**src/adtd_pkg.sv**
```systemverilog
`default_nettype none

package adtd_pkg;

    localparam logic [15:0] ADTD_JERK_THR_RST = 16'd3441;
    localparam logic [15:0] ADTD_MIN_GAP_RST  = 16'd70;
    localparam logic [15:0] ADTD_MAX_GAP_RST  = 16'd480;
    localparam logic [15:0] ADTD_LOCKOUT_RST  = 16'd550;
    localparam logic [15:0] ADTD_ONE_G        = 16'd8192;
    localparam logic [15:0] ADTD_MAG_MAX      = 16'd56755;

    typedef enum logic [1:0] {
        CFG_JERK_THR = 2'd0,
        CFG_MIN_GAP  = 2'd1,
        CFG_MAX_GAP  = 2'd2,
        CFG_LOCKOUT  = 2'd3
    } t_cfg_idx;

    typedef enum logic [1:0] {
        ST_IDLE,
        ST_SQUARE,
        ST_ROOT,
        ST_DECIDE
    } t_state;

    typedef struct packed {
        logic [15:0] jerk_thr;
        logic [15:0] min_gap;
        logic [15:0] max_gap;
        logic [15:0] lockout;
    } t_tap_cfg;

endpackage

`default_nettype wire

```
**src/adtd_isqrt.sv**
```systemverilog
`default_nettype none

module adtd_isqrt import adtd_pkg::*; (
    input  wire logic        i_clk,
    input  wire logic        i_rst_n,
    input  wire logic        i_start,
    input  wire logic [31:0] i_radicand,
    output logic             o_done,
    output logic [15:0]      o_root
);

    logic [31:0] r_rad;
    logic [16:0] r_rem;
    logic [15:0] r_root;
    logic [3:0]  r_cnt;
    logic        r_busy;
    logic        r_done;

    logic [18:0] w_cur;
    logic [18:0] w_trial;
    logic        w_ge;
    logic [18:0] w_diff;

    // one result bit per step, two radicand bits consumed
    assign w_cur   = {r_rem, r_rad[31:30]};
    assign w_trial = {1'b0, r_root, 2'b01};
    assign w_ge    = (w_cur >= w_trial);
    assign w_diff  = w_cur - w_trial;

    always_ff @(posedge i_clk) begin
        if (!i_rst_n) begin
            r_busy <= 1'b0;
            r_done <= 1'b0;
            r_cnt  <= '0;
        end else begin
            r_done <= 1'b0;
            if (i_start) begin
                r_busy <= 1'b1;
                r_cnt  <= '0;
            end else if (r_busy) begin
                r_cnt <= r_cnt + 4'd1;
                if (r_cnt == 4'd15) begin
                    r_busy <= 1'b0;
                    r_done <= 1'b1;
                end
            end
        end
    end

    always_ff @(posedge i_clk) begin
        if (i_start) begin
            r_rad  <= i_radicand;
            r_rem  <= '0;
            r_root <= '0;
        end else if (r_busy) begin
            r_rad  <= {r_rad[29:0], 2'b00};
            r_rem  <= w_ge ? w_diff[16:0] : w_cur[16:0];
            r_root <= {r_root[14:0], w_ge};
        end
    end

    assign o_done = r_done;
    assign o_root = r_root;

endmodule

`default_nettype wire

```
**src/adtd_tap.sv**
```systemverilog
`default_nettype none

module adtd_tap import adtd_pkg::*; #(
    parameter int TIME_WIDTH = 32
) (
    input  wire logic                  i_clk,
    input  wire logic                  i_rst_n,
    input  wire logic                  i_en,
    input  wire logic [15:0]           i_mag,
    input  wire logic [TIME_WIDTH-1:0] i_now,
    input  wire t_tap_cfg              i_cfg,
    output logic                       o_fired
);

    logic [15:0]           r_prev;
    logic                  r_pending;
    logic [TIME_WIDTH-1:0] r_first;
    logic [TIME_WIDTH-1:0] r_lock_end;

    logic                  n_pending;
    logic [TIME_WIDTH-1:0] n_first;
    logic [TIME_WIDTH-1:0] n_lock_end;

    logic [15:0]           w_jerk;
    logic [TIME_WIDTH-1:0] w_dt;
    logic                  w_tap;
    logic                  w_open;
    logic                  w_in_win;
    logic                  w_late;

    always_comb begin
        w_jerk   = (i_mag >= r_prev) ? (i_mag - r_prev) : (r_prev - i_mag);
        w_dt     = i_now - r_first;
        w_tap    = (w_jerk >= i_cfg.jerk_thr);
        w_open   = (i_now > r_lock_end);
        w_late   = (w_dt > TIME_WIDTH'(i_cfg.max_gap));
        w_in_win = (w_dt >= TIME_WIDTH'(i_cfg.min_gap)) && !w_late;

        n_pending  = r_pending;
        n_first    = r_first;
        n_lock_end = r_lock_end;
        o_fired    = 1'b0;
        if (w_open) begin
            if (w_tap) begin
                if (!r_pending) begin
                    n_pending = 1'b1;
                    n_first   = i_now;
                end else if (w_in_win) begin
                    o_fired    = 1'b1;
                    n_pending  = 1'b0;
                    n_lock_end = i_now + TIME_WIDTH'(i_cfg.lockout);
                end else if (w_late) begin
                    n_first = i_now;
                end
            end else if (r_pending && w_late) begin
                n_pending = 1'b0;
            end
        end
    end

    always_ff @(posedge i_clk) begin
        if (!i_rst_n) begin
            r_prev     <= ADTD_ONE_G;
            r_pending  <= 1'b0;
            r_first    <= '0;
            r_lock_end <= '0;
        end else if (i_en) begin
            r_prev     <= i_mag;
            r_pending  <= n_pending;
            r_first    <= n_first;
            r_lock_end <= n_lock_end;
        end
    end

endmodule

`default_nettype wire

```
**src/accel_double_tap_detector_unit.sv**
```systemverilog
// A sample is squared, summed and square-rooted, then its result is registered.
// A new sample is taken only after the last one has made the three passes
//   through the shared squaring multiplier and the 16-step square-root unit.
// A finished result waits in the output register while the next sample is taken.
// Reset: synchronous, active low; clears the sequencer, loads the register
//   defaults and sets the previous magnitude to one g with no tap pending.
`default_nettype none

module accel_double_tap_detector_unit import adtd_pkg::*; #(
    parameter int TIME_WIDTH = 32
) (
    input  wire logic        i_clk,
    input  wire logic        i_rst_n,
    input  wire logic        s_axis_tvalid,
    output logic             s_axis_tready,
    // accel_x [15:0], accel_y [31:16], accel_z [47:32], timestamp_ms [79:48]
    input  wire logic [79:0] s_axis_tdata,
    output logic             m_axis_tvalid,
    input  wire logic        m_axis_tready,
    // magnitude [15:0]
    output logic [15:0]      m_axis_tdata,
    // double_tap [0]
    output logic             m_axis_tuser,
    input  wire logic        i_cfg_valid,
    output logic             o_cfg_ready,
    input  wire logic [1:0]  i_cfg_addr,
    input  wire logic [15:0] i_cfg_data
);

    t_state r_state, n_state;

    t_tap_cfg r_cfg;

    logic signed [15:0]    r_x, r_y, r_z;
    logic [TIME_WIDTH-1:0] r_now;
    logic [TIME_WIDTH-1:0] w_now;
    logic [1:0]            r_cnt;
    logic [30:0]           r_prod;
    logic [31:0]           r_acc;

    logic signed [15:0] w_axis;
    logic signed [31:0] w_sq;
    logic [31:0]        w_acc_sum;

    logic        w_in_req;
    logic        w_sqrt_start;
    logic        w_sqrt_done;
    logic [15:0] w_root;
    logic        w_load_out;
    logic        w_fired;

    logic        r_m_valid;
    logic [15:0] r_m_mag;
    logic        r_m_tap;

    generate
        if (TIME_WIDTH <= 32) begin : g_now_cut
            assign w_now = s_axis_tdata[48 +: TIME_WIDTH];
        end else begin : g_now_ext
            assign w_now = TIME_WIDTH'(s_axis_tdata[79:48]);
        end
    endgenerate

    assign o_cfg_ready = 1'b1;

    always_ff @(posedge i_clk) begin
        if (!i_rst_n) begin
            r_cfg.jerk_thr <= ADTD_JERK_THR_RST;
            r_cfg.min_gap  <= ADTD_MIN_GAP_RST;
            r_cfg.max_gap  <= ADTD_MAX_GAP_RST;
            r_cfg.lockout  <= ADTD_LOCKOUT_RST;
        end else if (i_cfg_valid) begin
            case (i_cfg_addr)
                CFG_JERK_THR: r_cfg.jerk_thr <= i_cfg_data;
                CFG_MIN_GAP:  r_cfg.min_gap  <= i_cfg_data;
                CFG_MAX_GAP:  r_cfg.max_gap  <= i_cfg_data;
                CFG_LOCKOUT:  r_cfg.lockout  <= i_cfg_data;
                default: ;
            endcase
        end
    end

    assign w_in_req = s_axis_tvalid && s_axis_tready;

    always_comb begin
        case (r_cnt)
            2'd0:    w_axis = r_x;
            2'd1:    w_axis = r_y;
            default: w_axis = r_z;
        endcase
    end

    assign w_sq      = w_axis * w_axis;
    assign w_acc_sum = r_acc + 32'(r_prod);

    always_comb begin
        n_state       = r_state;
        s_axis_tready = 1'b0;
        w_sqrt_start  = 1'b0;
        w_load_out    = 1'b0;
        case (r_state)
            ST_IDLE: begin
                s_axis_tready = 1'b1;
                if (s_axis_tvalid) begin
                    n_state = ST_SQUARE;
                end
            end
            ST_SQUARE: begin
                if (r_cnt == 2'd3) begin
                    w_sqrt_start = 1'b1;
                    n_state      = ST_ROOT;
                end
            end
            ST_ROOT: begin
                if (w_sqrt_done) begin
                    n_state = ST_DECIDE;
                end
            end
            ST_DECIDE: begin
                if (!r_m_valid || m_axis_tready) begin
                    w_load_out = 1'b1;
                    n_state    = ST_IDLE;
                end
            end
            default: n_state = ST_IDLE;
        endcase
    end

    always_ff @(posedge i_clk) begin
        if (!i_rst_n) begin
            r_state <= ST_IDLE;
        end else begin
            r_state <= n_state;
        end
    end

    always_ff @(posedge i_clk) begin
        if (!i_rst_n) begin
            r_cnt <= '0;
        end else if (w_in_req) begin
            r_cnt <= '0;
        end else if (r_state == ST_SQUARE) begin
            r_cnt <= r_cnt + 2'd1;
        end
    end

    always_ff @(posedge i_clk) begin
        if (w_in_req) begin
            r_x   <= s_axis_tdata[15:0];
            r_y   <= s_axis_tdata[31:16];
            r_z   <= s_axis_tdata[47:32];
            r_now <= w_now;
            r_acc <= '0;
        end else if (r_state == ST_SQUARE) begin
            r_prod <= w_sq[30:0];
            if (r_cnt != 2'd0) begin
                r_acc <= w_acc_sum;
            end
        end
    end

    adtd_isqrt u_isqrt (
        .i_clk      (i_clk),
        .i_rst_n    (i_rst_n),
        .i_start    (w_sqrt_start),
        .i_radicand (w_acc_sum),
        .o_done     (w_sqrt_done),
        .o_root     (w_root)
    );

    adtd_tap #(
        .TIME_WIDTH (TIME_WIDTH)
    ) u_tap (
        .i_clk   (i_clk),
        .i_rst_n (i_rst_n),
        .i_en    (w_load_out),
        .i_mag   (w_root),
        .i_now   (r_now),
        .i_cfg   (r_cfg),
        .o_fired (w_fired)
    );

    always_ff @(posedge i_clk) begin
        if (!i_rst_n) begin
            r_m_valid <= 1'b0;
        end else if (w_load_out) begin
            r_m_valid <= 1'b1;
        end else if (m_axis_tready) begin
            r_m_valid <= 1'b0;
        end
    end

    always_ff @(posedge i_clk) begin
        if (w_load_out) begin
            r_m_mag <= w_root;
            r_m_tap <= w_fired;
        end
    end

    assign m_axis_tvalid = r_m_valid;
    assign m_axis_tdata  = r_m_mag;
    assign m_axis_tuser  = r_m_tap;

endmodule

`default_nettype wire

```
**config.mk**
```make
export PLATFORM = sky130hd
export DESIGN_NAME = accel_double_tap_detector_unit
export DESIGN_NICKNAME = d
export VERILOG_FILES = /design/src/adtd_pkg.sv /design/src/adtd_isqrt.sv /design/src/adtd_tap.sv /design/src/accel_double_tap_detector_unit.sv
export SDC_FILE = /design/constraint.sdc
export NUM_CORES = 2
export LEC_CHECK = 0
export BUFFER_PORTS_ARGS = -buffer_cell sky130_fd_sc_hd__buf_2
export CAP_MARGIN = 10
export CORE_ASPECT_RATIO = 0.8
export CORE_MARGIN = 1.5
export CORE_UTILIZATION = 45
export DETAILED_ROUTE_END_ITERATION = 16
export PLACE_DENSITY = 0.7
export SYNTH_ARGS = -nofsm -noshare
export SYNTH_HDL_FRONTEND = slang
export SYNTH_SLANG_ARGS = --single-unit
```
**constraint.sdc**
```tcl
create_clock -name i_clk -period 9 [get_ports i_clk]
set_clock_uncertainty 0.15 [all_clocks]
set_input_delay 0.9 -clock i_clk [delete_from_list [all_inputs] [get_ports i_clk]]
set_output_delay 0.9 -clock i_clk [all_outputs]
set_load 0.01 [all_outputs]
```
Word-level counts from Yosys, hierarchy flattened

Cells that the tools add are included.

$add $sub $neg: 8
$mul: 1
Magnitude comparators: 6
Eq/ne operators: 15
Mux-type cells: 29
Bitwise logic cells: 3
Reduce and logical (&&, ||, !) cells: 27

Operators by type and width:

| operator                                       | number |
|---|---|
| 2-to-1 mux 32 bit                              | 5 |
| adder 32 x 16 -> 32 bit                        | 1 |
| adder 32 x 31 -> 32 bit                        | 1 |
| >= comparator 16 bit                           | 2 |
| >= comparator 32 x 16 -> 1 bit                 | 1 |
| greater-than comparator 32 x 16 -> 1 bit       | 1 |
| greater-than comparator 32 bit                 | 1 |
| one-hot mux 16 bit (2 select lines)            | 1 |
| subtractor 16 bit                              | 2 |
| subtractor 32 bit                              | 1 |
| multiplier 16 x 16 -> 31 bit                   | 1 |
| >= comparator 19 x 18 -> 1 bit                 | 1 |
| 2-to-1 mux 17 bit                              | 1 |
| subtractor 17 bit                              | 1 |
| 2-to-1 mux 1 bit                               | 16 |
| 2-to-1 mux 16 bit                              | 1 |
| AND reduction 2 bit                            | 6 |
| == test 2 bit (second input constant)          | 5 |
| inequality test 2 bit (second input constant)  | 5 |
| AND reduction 5 bit                            | 2 |
| 2-to-1 mux 2 bit                               | 4 |
| one-hot mux 2 bit (4 select lines)             | 1 |
| nonzero test 2 bit                             | 4 |
| == test 2 x 1 -> 1 bit (second input constant) | 3 |
| 13 further kinds                               | 22 |

Register bits: 381
Bits of input ports: 103
Output and inout bits: 20
Word-level logic and storage cells: 114

Logic depth before layout (Yosys ltp)

Word-level depth: 7
Depth in mapped cells: 32
Gate-level depth less buffers: 31

Cells and area by module

From an unflattened synthesis, not the netlist that was laid out.

Cell total of the unflattened synthesis: 3494
Area, all modules: 31868.1 sq um

Modules (own cells, without submodules):

| module                         | times used | cells each | area an instance (sq um) | sequential area each (sq um) |
|---|---|---|---|---|
| accel_double_tap_detector_unit | 1          | 1819       | 18059.8                  | 5835.6 |
| adtd_tap                       | 1          | 1296       | 9955.8                   | 1621.6 |
| adtd_isqrt                     | 1          | 379        | 3852.4                   | 1741.7 |

Worst setup path before layout

OpenSTA, ideal clock, no wires.

Kind: reg-to-reg
Start point: reg r_cnt[0]
End point: reg r_prod[24], data pin
Library setup time: 0.258 ns
Data arrival time: 7.206 ns
Data required time: 8.592 ns
Path slack: 1.386 ns
Cell stages (with the launch flop): 30
Buffers on the path: 2
Period minus slack after synthesis: 7.614 ns
Cell sequence: dfxtp_1 > inv_1 > ha_1 > clkbuf_1 > clkbuf_1 > a22o_1 > a21oi_1 > clkinv_1 > nand2_1 > inv_1 > fa_1 > inv_1 > fa_1 > fa_1 > inv_1 > fa_1 > fa_1 > inv_1 > fa_1 > inv_1 > ha_1 > and3_1 > a21oi_1 > o211a_1 > o21ai_0 > o211a_1 > o41a_1 > a21o_1 > a21oi_1 > xnor2_1

Longest elaborated chain between the ends: 3
Elaborated cells between the ends (all ways): 4
Classes of those cells: mul: 1; eq/ne: 1; mux: 1; reduce/logical: 1

Ends and longest elaborated chain:

| item                                                      | line                                  | RTL |
|---|---|---|
| start: declaration                                        | accel_double_tap_detector_unit.sv:37  | `logic [1:0] r_cnt;` |
| start signal: assignment                                  | accel_double_tap_detector_unit.sv:143 | `r_cnt <= r_cnt + 2'd1;` |
| == test 2 x 1 -> 1 bit or zero test 2 bit (tied branches) | accel_double_tap_detector_unit.sv:86  | `case (r_cnt)` |
| one-hot mux 16 bit (2 select lines) *                     | accel_double_tap_detector_unit.sv:86  |  |
| multiplier 16 x 16 -> 31 bit *                            | accel_double_tap_detector_unit.sv:93  | `assign w_sq = w_axis * w_axis;` |
| named net w_sq[24]                                        | accel_double_tap_detector_unit.sv:42  | `logic signed [31:0] w_sq;` |
| end signal: assignment                                    | accel_double_tap_detector_unit.sv:155 | `r_prod <= w_sq[30:0];` |
| end: declaration                                          | accel_double_tap_detector_unit.sv:38  | `logic [30:0] r_prod;` |

Mark *: on every way through the listed nets, which the timed path passes. The rest lies on a longest branch.
A chain may end at the register's enable or synchronous reset.

Worst setup path after layout

Start point: reg r_cnt[0]
End point: reg r_prod[30], data pin

Same word-level chain as after synthesis.

==> impl_metrics.yaml <==
synth:
  synth-edff-count: 159
  synth_cells: 3382
  synth_area_sq_um: 30700
  synth_seq_area_share_pct: 30.0
  yosysWarnings: 0
  yosys.area.top_type_share_pct: 15.6
  yosys.area.top_type: "edfxtp_1"
  avgSynthCellArea_sq_um: 9.07
  synth_seq_cells: 380
  synth_commonest_cells: "inv_1, nand2_1, ha_1, a21oi_1, fa_1"
  synthFlopType: "dfxtp_1"
  synthArstFlopShare_pct: 0
  synth_fp_nets: 4017
  synth_cell_types: 82
  yosysMostFrequentCell: "inv_1"
  ys_top_cells_by_area: "edfxtp_1, fa_1, dfxtp_1"
placed_design:
  gp_congestion: 0.907
  numPortBuffers: 121
  placed_cell_area_sq_um: 32200
  hpwl_mm: 57.6
  dp.cells: 4337
floorplanning:
  die_area_sq_um: 69800
  std_cell_rows: 85
  io_pins: 123
  chipHeight_microns: 237
  core_area_sq_um: 67300
  initial_core_util_pct: 45.6
  die_w_microns: 295
clocking:
  clockBufferDepth: 3
  cts.htree.levels: 2
  cts_hold_buf: 0
  post-cts-setup-buffer-count: 0
  clock-sinks: 380
  path_clk_slew_ns: 0.06
  cts.repair.resized: 0
  clk_latency_ns: 0.59
  cts_tree: "done"
  cts_buffers: 41
  cts_root_buf: "clkbuf_16"
route:
  avgRoutedWirePerCell_microns: 16.8
  dr.pass1.iters: 5
  via_per_inst: 5.23
  drt-total-wl_mm: 74.0
  postRouteAntennaNets: 0
  num_vias: 23100
  detail_route.drc_violations: 0
  dr.first_iter.drc_count: 1652
worst_setup_path:
  r2r_start: "r_cnt[0]"
  critPathKind: "reg -> reg"
  arrival_ns: 8.42
  startpoint: "r_cnt[0]"
  cpMaxStageDelayCell: "clkinv_1"
  start_kind: "register"
  worstSetupEndpointType: "register"
  cp_common_cell: "fa_1"
  worst-r2r-cell-count: 26
  required_ns: 9.16
  crit_fanout: 18
  critPathBufInv: 7
  cp_top_family: "adder cells"
  rrSetupSlack_ns: 0.74
  timing.rr.end: "r_prod[30]"
  slowest_delay_ns: 0.61
grt:
  antenna_found_initial: 1
  grt_pass1_wl_mm: 119
  grt.overflow.total: 0
  grt_max_degree: 92
  grt_pass1_vias: 22025
  grt.total_usage_pct: 21.2
timing:
  worstMarginPinSlew_ns: 1.01
  fin_tns_setup_ns: 0
  hold_viol_final: 0
  setup_viol: 0
  layout_min_cycle_time_ns: 8.26
  finalCritPeriodShare_pct: 91.8
  finalMaxSlewViolations: 0
  max_freq_ghz: 0.121
  slew_headroom_pct: 32.5
  rsz0062_at_grt: "no"
run:
  drv_cap: 0
worst_hold_path:
  worstHoldPathType: "reg -> reg"
  holdPathEnd: "r_cfg[36]"
  hold-path-cell-count: 2
  min_from: "r_cfg[36]"
cells_and_area:
  design_area_sq_um: 33800
  layout.nets: 4103
  area_growth_syn_to_layout_pct: 10.0
  fin_cells: 4414
  fillCellCount: 6279
  antennaDiodeCount: 0
  layout-drive-gt1-share_pct: 8.03
status:
  status: "completed"
## metrics by stage
| step | util (%) | hold slack (ns) | setup WS (ns) |
|---|---|---|---|
| 2_1_floorplan | - | 0.285 | 1.39 |
| 3_3_place_gp | 47.9 | 0.293 | 0.911 |
| 3_5_place_dp | 47.9 | 0.296 | 0.766 |
| 4_1_cts | 50.1 | 0.304 | 0.744 |
| 5_1_grt | 50.2 | 0.312 | 0.200 |
| 6_report | 50.2 | 0.305 | 0.739 |
## registers in the layout, summed over array words and instances (netlist names), 2 cells and up
signal and flops:
u_tap.r_prev 16, u_tap.r_lock_end 32, r_y 16, m_axis_tdata 16
r_z 16, u_isqrt.r_cnt 4, r_state 2, u_isqrt.r_rad 32
r_now 32, r_cfg 64, r_prod 30, r_acc 32
r_cnt 2, u_isqrt.o_root 16, r_x 16, u_tap.r_first 32
u_isqrt.r_rem 17
## cell families after synthesis
family / count (synthesis) / share of synthesized area, %
fa+ha+maj: 532 / 27.4
mux: 89 / 2.92
flops: 380 / 30.0
simple gates: 921 / 13.0
other cells: 1 / 0.0122
compound gates: 681 / 14.6
xor+xnor: 147 / 4.20
buf+inv: 631 / 7.87
## area by class of cell
type	instances	area [sq um]	share of cell area, %
multi-input combinational	2371	19100	56.6
clock inverter	19	333	0.986
clock buffer	57	1190	3.52
inverter	525	1970	5.85
sequential	380	9200	27.2
timing repair buffer	149	822	2.43
tap	913	1140	3.38
## routing by layer
layer	global-route usage, %	up-vias	share of wire (%)	routed length (microns)
met4	4.62	0	1.8	1300
met2	31.3	666	42	30900
met5	0	-	0	0
li1	-	11475	-	-
met1	32.3	10876	49	36500
met3	3.75	83	7.1	5230
## worst max-delay path by stage
| stage | endpoint | slack, ns | cells after the start |
|---|---|---|---|
| 2_1_floorplan | r_prod[24] | 1.39 | 29 |
| 3_3_place_gp | r_prod[30] | 0.91 | 26 |
| 3_5_place_dp | r_prod[30] | 0.77 | 26 |
| 4_1_cts | r_prod[30] | 0.74 | 26 |
| 5_1_grt | r_prod[30] | 0.20 | 26 |
| 6_report | r_prod[30] | 0.74 | 26 |
## placed cells by master (no fill, tap or decap), drive strengths merged, types with 8 or more instances in the layout
cell type,count
clkbuf,57
bufinv,8
a21oi,247
and2,11
a22o,18
inv,518
nand2b,20
nor3,37
edfxtp,159
xnor2,89
or2,8
nor4,9
a31oi,9
o211ai,28
clkinv,17
and3,17
buf,149
o21bai,16
a211oi,36
o21a,32
nand4,31
nor2,228
fa,233
nand2,467
ha,299
mux2i,84
xor2,58
o21ai,106
a21o,100
nor2b,21
a21boi,10
o31ai,10
dfxtp,221
nand3,43
## worst min-delay path: stages (launching register included)
cell	delay, ns
dfxtp_1	0.31
nand2_1	0.05
a21oi_1	0.05
Power is left out: the tool's default activity adds up to more than one toggle a clock period on the data nets, which glitch-free logic cannot reach.
